[src/rtl/lsm_pkg.sv]
// ============================================================================
// lsm_pkg - shared definitions for the latency statistics monitor
// Widths, reset values, divider sizing and the sequencer state type.
// ============================================================================
package lsm_pkg;

    // Fixed field widths
    localparam int CNT_W       = 21;
    localparam int SUM_W       = 64;
    localparam int OUT_W       = 32;
    localparam int TS_W        = 32;

    // Default tick counter width
    localparam int TIME_WIDTH_DEF = 32;

    // Auto-clear limit after reset
    localparam logic [CNT_W-1:0] LIMIT_RESET = CNT_W'(1640000);

    // Divider: one quotient bit per cycle over the whole sum
    localparam int DIV_STEPS  = SUM_W;
    localparam int DIV_STEP_W = $clog2(DIV_STEPS);

    // Sequencer states
    typedef enum logic [1:0] {
        ST_IDLE,
        ST_DIV,
        ST_WRITE
    } lsm_state_t;

endpackage : lsm_pkg

[src/rtl/latency_stats_monitor_top.sv]
// ============================================================================
// latency_stats_monitor_top - start/stop interval statistics
// Measures tick intervals, keeps count, saturating sum and maximum, and
// reports the truncated average on every measuring stop beat.
// ============================================================================
// Usage:
//   Input channel (s_valid/s_ready) carries an event: command 0 is a start,
//   which latches the timestamp and returns nothing; command 1 is a stop,
//   which returns one result beat on the m_ channel.
//   cfg_wr_en/cfg_wr_data write the auto-clear limit; write it while idle.
// Timing:
//   A start beat leaves s_ready high.
//   For a measuring stop the average comes from a bit-serial divider
//   giving one quotient bit per cycle over the 64-bit sum. A clearing
//   stop skips the divider and goes straight to the write state.
//   s_ready is low from a stop until its result has been loaded into the
//   output register, so a new event may be accepted while that result
//   still waits for m_ready.
// Reset:
//   aresetn (synchronous, active low) clears count, sum, maximum, start time
//   and the clear flag, and sets the limit to 1640000.
// Stall:
//   With m_ready low the result holds; a following stop waits in the write
//   state until the output register frees.
// ============================================================================
module latency_stats_monitor_top
    import lsm_pkg::*;
#(
    parameter int TIME_WIDTH = TIME_WIDTH_DEF
)
(
    input  logic             aclk,
    input  logic             aresetn,
    // Configuration
    input  logic             cfg_wr_en,
    input  logic [CNT_W-1:0] cfg_wr_data,
    // Event input
    input  logic             s_valid,
    output logic             s_ready,
    input  logic             s_command,
    input  logic [TS_W-1:0]  s_timestamp,
    // Result output
    output logic             m_valid,
    input  logic             m_ready,
    output logic             m_valid_res,
    output logic [OUT_W-1:0] m_elapsed,
    output logic [OUT_W-1:0] m_max_elapsed,
    output logic [OUT_W-1:0] m_average,
    output logic [CNT_W-1:0] m_sample_count,
    output logic             m_clear_pending
);

    lsm_state_t state_reg, state_next;

    logic [CNT_W-1:0]      limit_reg;
    logic [TIME_WIDTH-1:0] start_reg,   start_next;
    logic [CNT_W-1:0]      count_reg,   count_next;
    logic [SUM_W-1:0]      sum_reg,     sum_next;
    logic [TIME_WIDTH-1:0] longest_reg, longest_next;
    logic                  pend_reg,    pend_next;
    logic [TIME_WIDTH-1:0] el_reg,      el_next;
    logic                  meas_reg,    meas_next;

    logic                  m_valid_reg;
    logic                  m_valid_res_reg;
    logic [OUT_W-1:0]      m_elapsed_reg;
    logic [OUT_W-1:0]      m_max_reg;
    logic [OUT_W-1:0]      m_avg_reg;
    logic [CNT_W-1:0]      m_count_reg;
    logic                  m_pend_reg;

    logic                  accept, stop_beat;
    logic                  div_start, div_done;
    logic [OUT_W-1:0]      div_quo;
    logic                  out_load;
    logic [TIME_WIDTH-1:0] ts_tw, el_cur;
    logic [SUM_W:0]        sum_ext;

    assign accept    = s_valid && s_ready;
    assign stop_beat = accept && s_command;

    // Elapsed time, wrapping in the tick width
    assign ts_tw  = TIME_WIDTH'(s_timestamp);
    assign el_cur = ts_tw - start_reg;

    // Saturating running sum
    assign sum_ext = {1'b0, sum_reg} + (SUM_W + 1)'(el_cur);

    // Statistics update
    always_comb begin
        start_next   = start_reg;
        count_next   = count_reg;
        sum_next     = sum_reg;
        longest_next = longest_reg;
        pend_next    = pend_reg;
        el_next      = el_reg;
        meas_next    = meas_reg;
        if (accept && !s_command) begin
            start_next = ts_tw;
        end else if (stop_beat && pend_reg) begin
            count_next   = '0;
            sum_next     = '0;
            longest_next = '0;
            pend_next    = 1'b0;
            meas_next    = 1'b0;
        end else if (stop_beat) begin
            if (count_reg != '1) begin
                count_next = count_reg + 1'b1;
            end
            sum_next     = sum_ext[SUM_W] ? '1 : sum_ext[SUM_W-1:0];
            longest_next = (el_cur > longest_reg) ? el_cur : longest_reg;
            pend_next    = (count_next > limit_reg);
            el_next      = el_cur;
            meas_next    = 1'b1;
        end
    end

    // Next state
    always_comb begin
        state_next = state_reg;
        unique case (state_reg)
            ST_IDLE: begin
                if (stop_beat) begin
                    state_next = pend_reg ? ST_WRITE : ST_DIV;
                end
            end
            ST_DIV: begin
                if (div_done) begin
                    state_next = ST_WRITE;
                end
            end
            ST_WRITE: begin
                if (!m_valid_reg || m_ready) begin
                    state_next = ST_IDLE;
                end
            end
            default: state_next = ST_IDLE;
        endcase
    end

    // Sequencer outputs
    always_comb begin
        s_ready   = 1'b0;
        div_start = 1'b0;
        out_load  = 1'b0;
        unique case (state_reg)
            ST_IDLE: begin
                s_ready   = 1'b1;
                div_start = stop_beat && !pend_reg;
            end
            ST_DIV: begin
                s_ready = 1'b0;
            end
            ST_WRITE: begin
                out_load = !m_valid_reg || m_ready;
            end
            default: s_ready = 1'b0;
        endcase
    end

    // Single divider for the average
    lsm_div u_div (
        .aclk     (aclk),
        .aresetn  (aresetn),
        .start    (div_start),
        .dividend (sum_next),
        .divisor  (count_next),
        .done     (div_done),
        .quotient (div_quo)
    );

    // Control and statistics state
    always_ff @(posedge aclk) begin
        if (!aresetn) begin
            state_reg   <= ST_IDLE;
            limit_reg   <= LIMIT_RESET;
            start_reg   <= '0;
            count_reg   <= '0;
            sum_reg     <= '0;
            longest_reg <= '0;
            pend_reg    <= 1'b0;
            m_valid_reg <= 1'b0;
        end else begin
            state_reg   <= state_next;
            start_reg   <= start_next;
            count_reg   <= count_next;
            sum_reg     <= sum_next;
            longest_reg <= longest_next;
            pend_reg    <= pend_next;
            if (cfg_wr_en) begin
                limit_reg <= cfg_wr_data;
            end
            if (out_load) begin
                m_valid_reg <= 1'b1;
            end else if (m_ready) begin
                m_valid_reg <= 1'b0;
            end
        end
    end

    // Per-beat payload, no reset needed
    always_ff @(posedge aclk) begin
        el_reg   <= el_next;
        meas_reg <= meas_next;
        if (out_load) begin
            m_valid_res_reg <= meas_reg;
            m_elapsed_reg   <= meas_reg ? OUT_W'(el_reg) : '0;
            m_max_reg       <= OUT_W'(longest_reg);
            m_avg_reg       <= meas_reg ? div_quo : '0;
            m_count_reg     <= count_reg;
            m_pend_reg      <= pend_reg;
        end
    end

    assign m_valid         = m_valid_reg;
    assign m_valid_res     = m_valid_res_reg;
    assign m_elapsed       = m_elapsed_reg;
    assign m_max_elapsed   = m_max_reg;
    assign m_average       = m_avg_reg;
    assign m_sample_count  = m_count_reg;
    assign m_clear_pending = m_pend_reg;

endmodule : latency_stats_monitor_top

[src/rtl/lsm_div.sv]
// ============================================================================
// lsm_div - bit-serial unsigned divider
// Restoring division of the running sum by the sample count, one quotient
// bit per cycle. Delivers the low quotient bits with a one-cycle done pulse.
// ============================================================================
module lsm_div
    import lsm_pkg::*;
(
    input  logic             aclk,
    input  logic             aresetn,
    input  logic             start,
    input  logic [SUM_W-1:0] dividend,
    input  logic [CNT_W-1:0] divisor,
    output logic             done,
    output logic [OUT_W-1:0] quotient
);

    logic                  busy_reg,  busy_next;
    logic                  done_reg,  done_next;
    logic [DIV_STEP_W-1:0] step_reg,  step_next;
    logic [CNT_W-1:0]      rem_reg,   rem_next;
    logic [SUM_W-1:0]      quo_reg,   quo_next;
    logic [CNT_W-1:0]      div_reg,   div_next;

    // Shift-subtract datapath: remainder stays below the divisor
    logic [CNT_W:0]   shifted;
    logic [CNT_W+1:0] diff;
    logic             fits;

    assign shifted = {rem_reg, quo_reg[SUM_W-1]};
    assign diff    = {1'b0, shifted} - {2'b00, div_reg};
    assign fits    = ~diff[CNT_W+1];

    // Step control
    always_comb begin
        busy_next = busy_reg;
        done_next = 1'b0;
        step_next = step_reg;
        rem_next  = rem_reg;
        quo_next  = quo_reg;
        div_next  = div_reg;
        if (start) begin
            busy_next = 1'b1;
            step_next = '0;
            rem_next  = '0;
            quo_next  = dividend;
            div_next  = divisor;
        end else if (busy_reg) begin
            rem_next  = fits ? diff[CNT_W-1:0] : shifted[CNT_W-1:0];
            quo_next  = {quo_reg[SUM_W-2:0], fits};
            step_next = step_reg + 1'b1;
            if (step_reg == DIV_STEP_W'(DIV_STEPS - 1)) begin
                busy_next = 1'b0;
                done_next = 1'b1;
            end
        end
    end

    always_ff @(posedge aclk) begin
        if (!aresetn) begin
            busy_reg <= 1'b0;
            done_reg <= 1'b0;
            step_reg <= '0;
        end else begin
            busy_reg <= busy_next;
            done_reg <= done_next;
            step_reg <= step_next;
        end
    end

    // Datapath registers, no reset needed
    always_ff @(posedge aclk) begin
        rem_reg <= rem_next;
        quo_reg <= quo_next;
        div_reg <= div_next;
    end

    assign done     = done_reg;
    assign quotient = quo_reg[OUT_W-1:0];

endmodule : lsm_div

[config.mk]
export PLATFORM = sky130hd
export DESIGN_NAME = latency_stats_monitor_top
export DESIGN_NICKNAME = d
export VERILOG_FILES = /design/src/rtl/lsm_pkg.sv /design/src/rtl/latency_stats_monitor_top.sv /design/src/rtl/lsm_div.sv
export SDC_FILE = /design/constraint.sdc
export NUM_CORES = 1
export LEC_CHECK = 0
export BUFFER_PORTS_ARGS = -buffer_cell sky130_fd_sc_hd__buf_4
export CAP_MARGIN = 0
export CORE_MARGIN = 5
export CORE_UTILIZATION = 35
export CTS_BUF_LIST = sky130_fd_sc_hd__clkbuf_8
export DETAILED_ROUTE_END_ITERATION = 8
export PLACE_DENSITY = 0.61
export SLEW_MARGIN = 20
export SYNTH_ARGS = -nofsm -noshare
export SYNTH_HDL_FRONTEND = slang
export SYNTH_SLANG_ARGS = --single-unit
[constraint.sdc]
create_clock -name aclk -period 21.3 [get_ports aclk]
set_input_delay 4.26 -clock aclk [delete_from_list [all_inputs] [get_ports aclk]]
set_output_delay 4.26 -clock aclk [all_outputs]
set_load 0.05 [all_outputs]
* After elaboration in Yosys (flattened, before gate mapping)
Index checks and enable logic that the tools add are counted.
Cells by class: $add $sub $neg 5, order comparisons 2, equal/unequal tests 7, multiplexer cells 34, bitwise gates (word level) 5, reductions and logical operators 20
Operators with widths (number):
- $mux 64 | 6
- $mux 21 | 8
- $mux 32 | 3
- $add 64x32->65 | 1
- $gt 32x32->1 | 1
- $sub 32x32->32 | 1
- $sub 22x21->23 | 1
- $add 21x1->21 const B | 1
- $gt 21x21->1 | 1
- $ne 21x21->1 const B | 1
- $mux 1 | 12
- $reduce_and 3->1 | 3
- $mux 2 | 4
- $reduce_bool 2->1 | 4
- $add 6x1->6 const B | 1
- $eq 6x6->1 const B | 1
- $pmux 2 s3 | 1
- $logic_and 1x1->1 | 5
- $not 1->1 | 5
- $ne 2x2->1 const B | 2
- $logic_not 1->1 | 3
- $reduce_or 3->1 | 1
- $eq 2x1->1 const B | 1
- $eq 2x2->1 const B | 1
- 5 further kinds | 5
Word-level totals: register bits 440, input port bits 59, output and inout port bits 121, word-level logic and storage cells 95

* Longest topological paths before layout
depth in word-level cells 10, depth in mapped cells 24, gate-level depth less buffers 22

* Cells and area by module
A second synthesis with hierarchy kept.
Second synthesis, totals: cell total of the unflattened synthesis 2483, area total of the unflattened synthesis 24222.0 um2
Modules (own cells, without submodules):
- latency_stats_monitor_top | times used 1, cells each 1982, area each 18231.2 um2, seq. area each 8047.7 um2
- lsm_div | times used 1, cells each 501, area each 5990.7 um2, seq. area each 3133.0 um2

* Worst setup path after synthesis
OpenSTA, ideal clock, no wires.
path type input to register, start in m_ready, end reg m_avg_reg[0], in the netlist m_average[0], enable pin, setup time 613 ps, data arrival time 9644 ps, data required time 20687 ps, path slack 11044 ps, cell stages on the path 2, path buffers 0, path through nand2b_1 > nor2b_1
Between the ends: word-level cells in the longest chain between the ends 2
Ends and longest elaborated chain:
- from (decl) | RTL line latency_stats_monitor_top.sv:44 | input logic m_ready,
- $logic_or 1x1->1 | RTL line latency_stats_monitor_top.sv:155 | out_load = !m_valid_reg || m_ready;
- $mux 1 | RTL line latency_stats_monitor_top.sv:146 | unique case (state_reg)
- named net out_load | RTL line latency_stats_monitor_top.sv:75 | logic out_load;
- to (signal assigned) | RTL line latency_stats_monitor_top.sv:209 | m_avg_reg <= meas_reg ? div_quo : '0;
- to (decl) | RTL line latency_stats_monitor_top.sv:68 | logic [OUT_W-1:0] m_avg_reg;
The timed path passes the listed nets, and every way through them passes these cells. A chain may end at the register's enable or synchronous reset.

* Worst setup path after layout
start in s_timestamp[0], end reg u_div.quo_reg[42], data pin
Between the ends: word-level cells in the longest chain between the ends 7
Ends and longest elaborated chain:
- from (decl) | RTL line latency_stats_monitor_top.sv:41 | input logic [TS_W-1:0] s_timestamp,
- $sub 32x32->32 | RTL line latency_stats_monitor_top.sv:84 | assign el_cur = ts_tw - start_reg;
- named net el_cur[22] | RTL line latency_stats_monitor_top.sv:76 | logic [TIME_WIDTH-1:0] ts_tw, el_cur;
- $add 64x32->65 | RTL line latency_stats_monitor_top.sv:87 | assign sum_ext = {1'b0, sum_reg} + (SUM_W + 1)'(el_cur);
- $mux 64 | RTL line latency_stats_monitor_top.sv:110 | sum_next = sum_ext[SUM_W] ? '1 : sum_ext[SUM_W-1:0];
- $mux 64 | RTL line latency_stats_monitor_top.sv:106 | end else if (stop_beat) begin
- $mux 64 | RTL line latency_stats_monitor_top.sv:100 | end else if (stop_beat && pend_reg) begin
- $mux 64 | RTL line latency_stats_monitor_top.sv:98 | if (accept && !s_command) begin
- $mux 64 | RTL line lsm_div.sv:42 | if (start) begin
- named net u_div.quo_next[42] | RTL line lsm_div.sv:22 | logic [SUM_W-1:0] quo_reg, quo_next;
- to (signal assigned) | RTL line lsm_div.sv:74 | quo_reg <= quo_next;
- to (decl) | RTL line lsm_div.sv:22
The timed path passes the listed nets, and every way through them passes these cells.

==> summary.txt <==
Status
  • Status: finished, final reports clean

Worst setup path
  • Crit path max-delay family: simple AND/OR/NAND/NOR gates
  • Max incr delay on CP: around 0.84 ns
  • Cell Chain, Critical Path: buf_4 -> inv_1 -> ha_1 -> inv_1 -> fa_1 -> a211oi_1 -> o21ai_0 -> a41o_1 -> a211oi_1 -> o21ai_1 -> and2_1 -> a21oi_1 -> ha_1 -> nand3_1 -> nand2b_1 -> a21boi_0 -> nor3_2 -> nor2_1 -> nand3_1 -> and3_1 -> o31ai_1
  • R2R Setup Slk: 14.94 ns
  • End of the critical path: u_div.quo_reg[42]
  • CP max FO: 22
  • CP startpoint kind: primary input
  • CP required: about 22 ns
  • Critical path depth: 21
  • Worst path buffer plus inverter count: 3
  • Worst R2R Path Depth: 19
  • CP arrival: between 10 and 15 ns
  • Reg-to-Reg Start: start_reg[0]
  • CP Launch Point: s_timestamp[0]
  • Worst R2R End: u_div.quo_reg[42]
  • Crit Path Category: in -> reg
  • Slowest-stage cell, CP: nand3_1
  • Nature of the critical path endpoint: register

Yosys
  • Ys Warns: 0
  • Post-synthesis sequential area ratio: 0.494
  • Post-Synthesis Cells: roughly 2300
  • Asr flop ratio synth: 0
  • Flop and latch count out of synthesis: 440
  • Yosys top cell by area: edfxtp_1
  • Unique masters post-synth: 81
  • Top-area cell type share of the netlist area: 0.315
  • Syn nets: 2503
  • Ys flop type: edfxtp_1
  • Cell area after synthesis: 0.0226 mm2
  • Syn_area_per_cell: 9.83 um2
  • Top post-synthesis cells by area: edfxtp_1 (31%), dfxtp_1 (18%), ha_1 (7.7%)
  • Post-synth EDFFs: 237

Global route
  • Largest net degree at the start of global routing: 86
  • GRT overflow: 0
  • Overall Global Routing Usage: 0.171
  • Vias in the first global route: 17650
  • Initial antenna violation count: 1
  • First-pass GRT wire length: approximately 97000 um

STA
  • Max Freq: just over 100 MHz
  • Slew Viols, Final: 0
  • Clk_skew: between 0.04 and 0.05 ns
  • Worst hold slack: between 0.4 and 0.5 ns
  • Setup TNS: 0 ns
  • Final Cycle Share: 0.460
  • Fin. Hold Viols: 0
  • Max-slew headroom: 0.286
  • Final setup viols: 0
  • Worst-margin pin slew: 1.07 ns
  • Final critical-path required period: a little under 10 ns
  • Setup slack after layout: 11.49 ns
  • RSZ-0062 raised after global routing: no

Routing
  • Vias: approximately 18000
  • Vias/cell: 5.20
  • First-pass detailed-route iteration total: 5
  • Post-route ant nets: 0
  • Detailed Route WL: ~62000 um
  • DRC viols: 0
  • Wire per inst: approximately 18 um
  • DR iter-0 viols: about 1200

Power
  • Net Sw Frac: 0.299
  • Combinational share of power: 0.208
  • Clk pwr share: 0.356
  • Pleak: ~10 nW
  • Peak VDD IR: just under 0.04 mV
  • Power Dens Cells: 85.4 mW/mm2
  • Power consumption: ~2.3 mW
  • Psw: 0.675 mW
  • Flop pwr share: 0.436
  • Internal power: 1.58 mW

Clock tree
  • Post-CTS resize count: 0
  • Clk sink count: 440
  • CTS tree: done
  • CTS clock-pin slew for the worst setup and hold paths: ~0.06 ns
  • Clk Tree Root Cell: clkbuf_8
  • Setup Buffers After CTS: 0
  • Worst skew pair latency: between 0.6 and 0.7 ns
  • Hold Buf Count CTS: 0
  • Clock buffer count from CTS: 77
  • H-tree depth: 3
  • Max clock buf depth: 3

Placement
  • Port buffer count: 179
  • DP HPWL: about 44000 um
  • DP Cell Count: roughly 3300
  • Final GP Congestion: 0.874
  • Dpl ws: around 11 ns

Layout
  • Final Non-Filler Cells: 3400
  • Synthesis-to-layout area growth: 16.7%
  • Nets@finish: 2681
  • Filler cells: 6323
  • Layout cell share with drive strength beyond 1: 0.135
  • # diodes: 0

Job
  • Max cap viols: 0

Floorplanning
  • Chip height: between 200 and 300 um
  • Die X: around 260 um
  • Core Area: roughly 0.064 mm2
  • Initial core utilization: 0.352
  • I/O pin cnt: 180
  • Die footprint: around 0.07 mm2
  • Core Rows: 93

Min path
  • Hold Crit Class: reg -> reg
  • Worst Hold Depth: 0
-- cells in the mapped netlist, drive strengths merged (19+ instances only) --
master  instances
edfxtp        237
nand2         217
dfxtp         203
nor2          192
a21oi         170
o21ai         155
ha            139
inv           133
and2           97
clkbuf         77
xnor2          70
nand3          51
a21o           50
xor2           50
a21boi         42
nor3           40
mux2i          38
nor2b          38
nand4          30
a31oi          24
and3           22
buf            20
a22o           19
o211ai         19
-- how the worst min path moves through the flow --
stage / start / end / slack, ns
floorplan: count_reg[3] / m_sample_count[3] / 0.40
global placement: longest_reg[9] / m_max_elapsed[9] / 0.42
detailed placement: longest_reg[9] / m_max_elapsed[9] / 0.42
CTS: longest_reg[9] / m_max_elapsed[9] / 0.44
global route: longest_reg[9] / m_max_elapsed[9] / 0.46
finish: longest_reg[9] / m_max_elapsed[9] / 0.44
-- power by group through the flow --
stage | Combinational (mW) | Clock, mW | Sequential (mW)
finish | 0.469 | 0.803 | 0.981
global route | 0.526 | 0.865 | 0.986
CTS | 0.468 | 0.825 | 0.982
detailed placement | 0.465 | 0 | 0.999
global placement | 0.457 | 0 | 0.998
floorplan | 0.350 | 0 | 0.988
-- logic make-up (layout without fill, tap and decap cells) --
family | Yosys count | count (layout) | share of synthesized area
multiplexers | 40 | 40 | 0.0178
adder cells (fa/ha/maj) | 142 | 142 | 0.0795
AO/OA/AOI/OAI | 581 | 581 | 0.161
AND/OR/NAND/NOR | 748 | 748 | 0.160
buffers and inverters | 231 | 474 | 0.0402
XOR/XNOR | 120 | 120 | 0.0465
flip-flops | 440 | 440 | 0.494
-- per-stage QoR --
step                      cell area, um2  utilization
after detailed placement           24800        0.386
after global routing               26400        0.411
after floorplan                    22600            -
after global placement             24800        0.386
after CTS                          26400        0.410
final                              26400        0.411
-- metal layers --
metal | vias to the layer above | GRT usage | part of all wire
li1 | 8573 | - | -
met1 | 8489 | 0.237 | 0.46
met2 | 514 | 0.275 | 0.46
met3 | 91 | 0.0289 | 0.058
met4 | 0 | 0.0552 | 0.024
met5 | - | 0 | 0
-- area by class of cell --
class	instances	area, um2	share of cell area
flip-flops and latches	440	11200	0.424
multi-input cells	1631	10600	0.400
repair buffers	196	1500	0.0566
clock buffers	86	1180	0.0448
well taps	855	1070	0.0405
inverters	134	503	0.0191
clock inverters	58	408	0.0155
-- placed cells by master (no fill, tap or decap), types with 14 or more instances in the layout --
master / instances
o211ai_1: 17
mux2i_1: 38
a22o_1: 19
a21boi_0: 41
a21oi_1: 169
buf_4: 193
o21ai_0: 125
dfxtp_1: 203
edfxtp_1: 237
xor2_1: 50
o21ai_1: 29
nor2_1: 188
nor2b_1: 37
and2_1: 97
inv_1: 158
nand4_1: 30
ha_1: 139
a31oi_1: 24
xnor2_1: 70
nand2b_1: 14
and3_1: 19
o21a_1: 15
nor3_1: 37
nand2_1: 215
nand3_1: 49
a21o_1: 50
clkbuf_8: 86
Note: power is estimated with default switching activity, not from simulation.
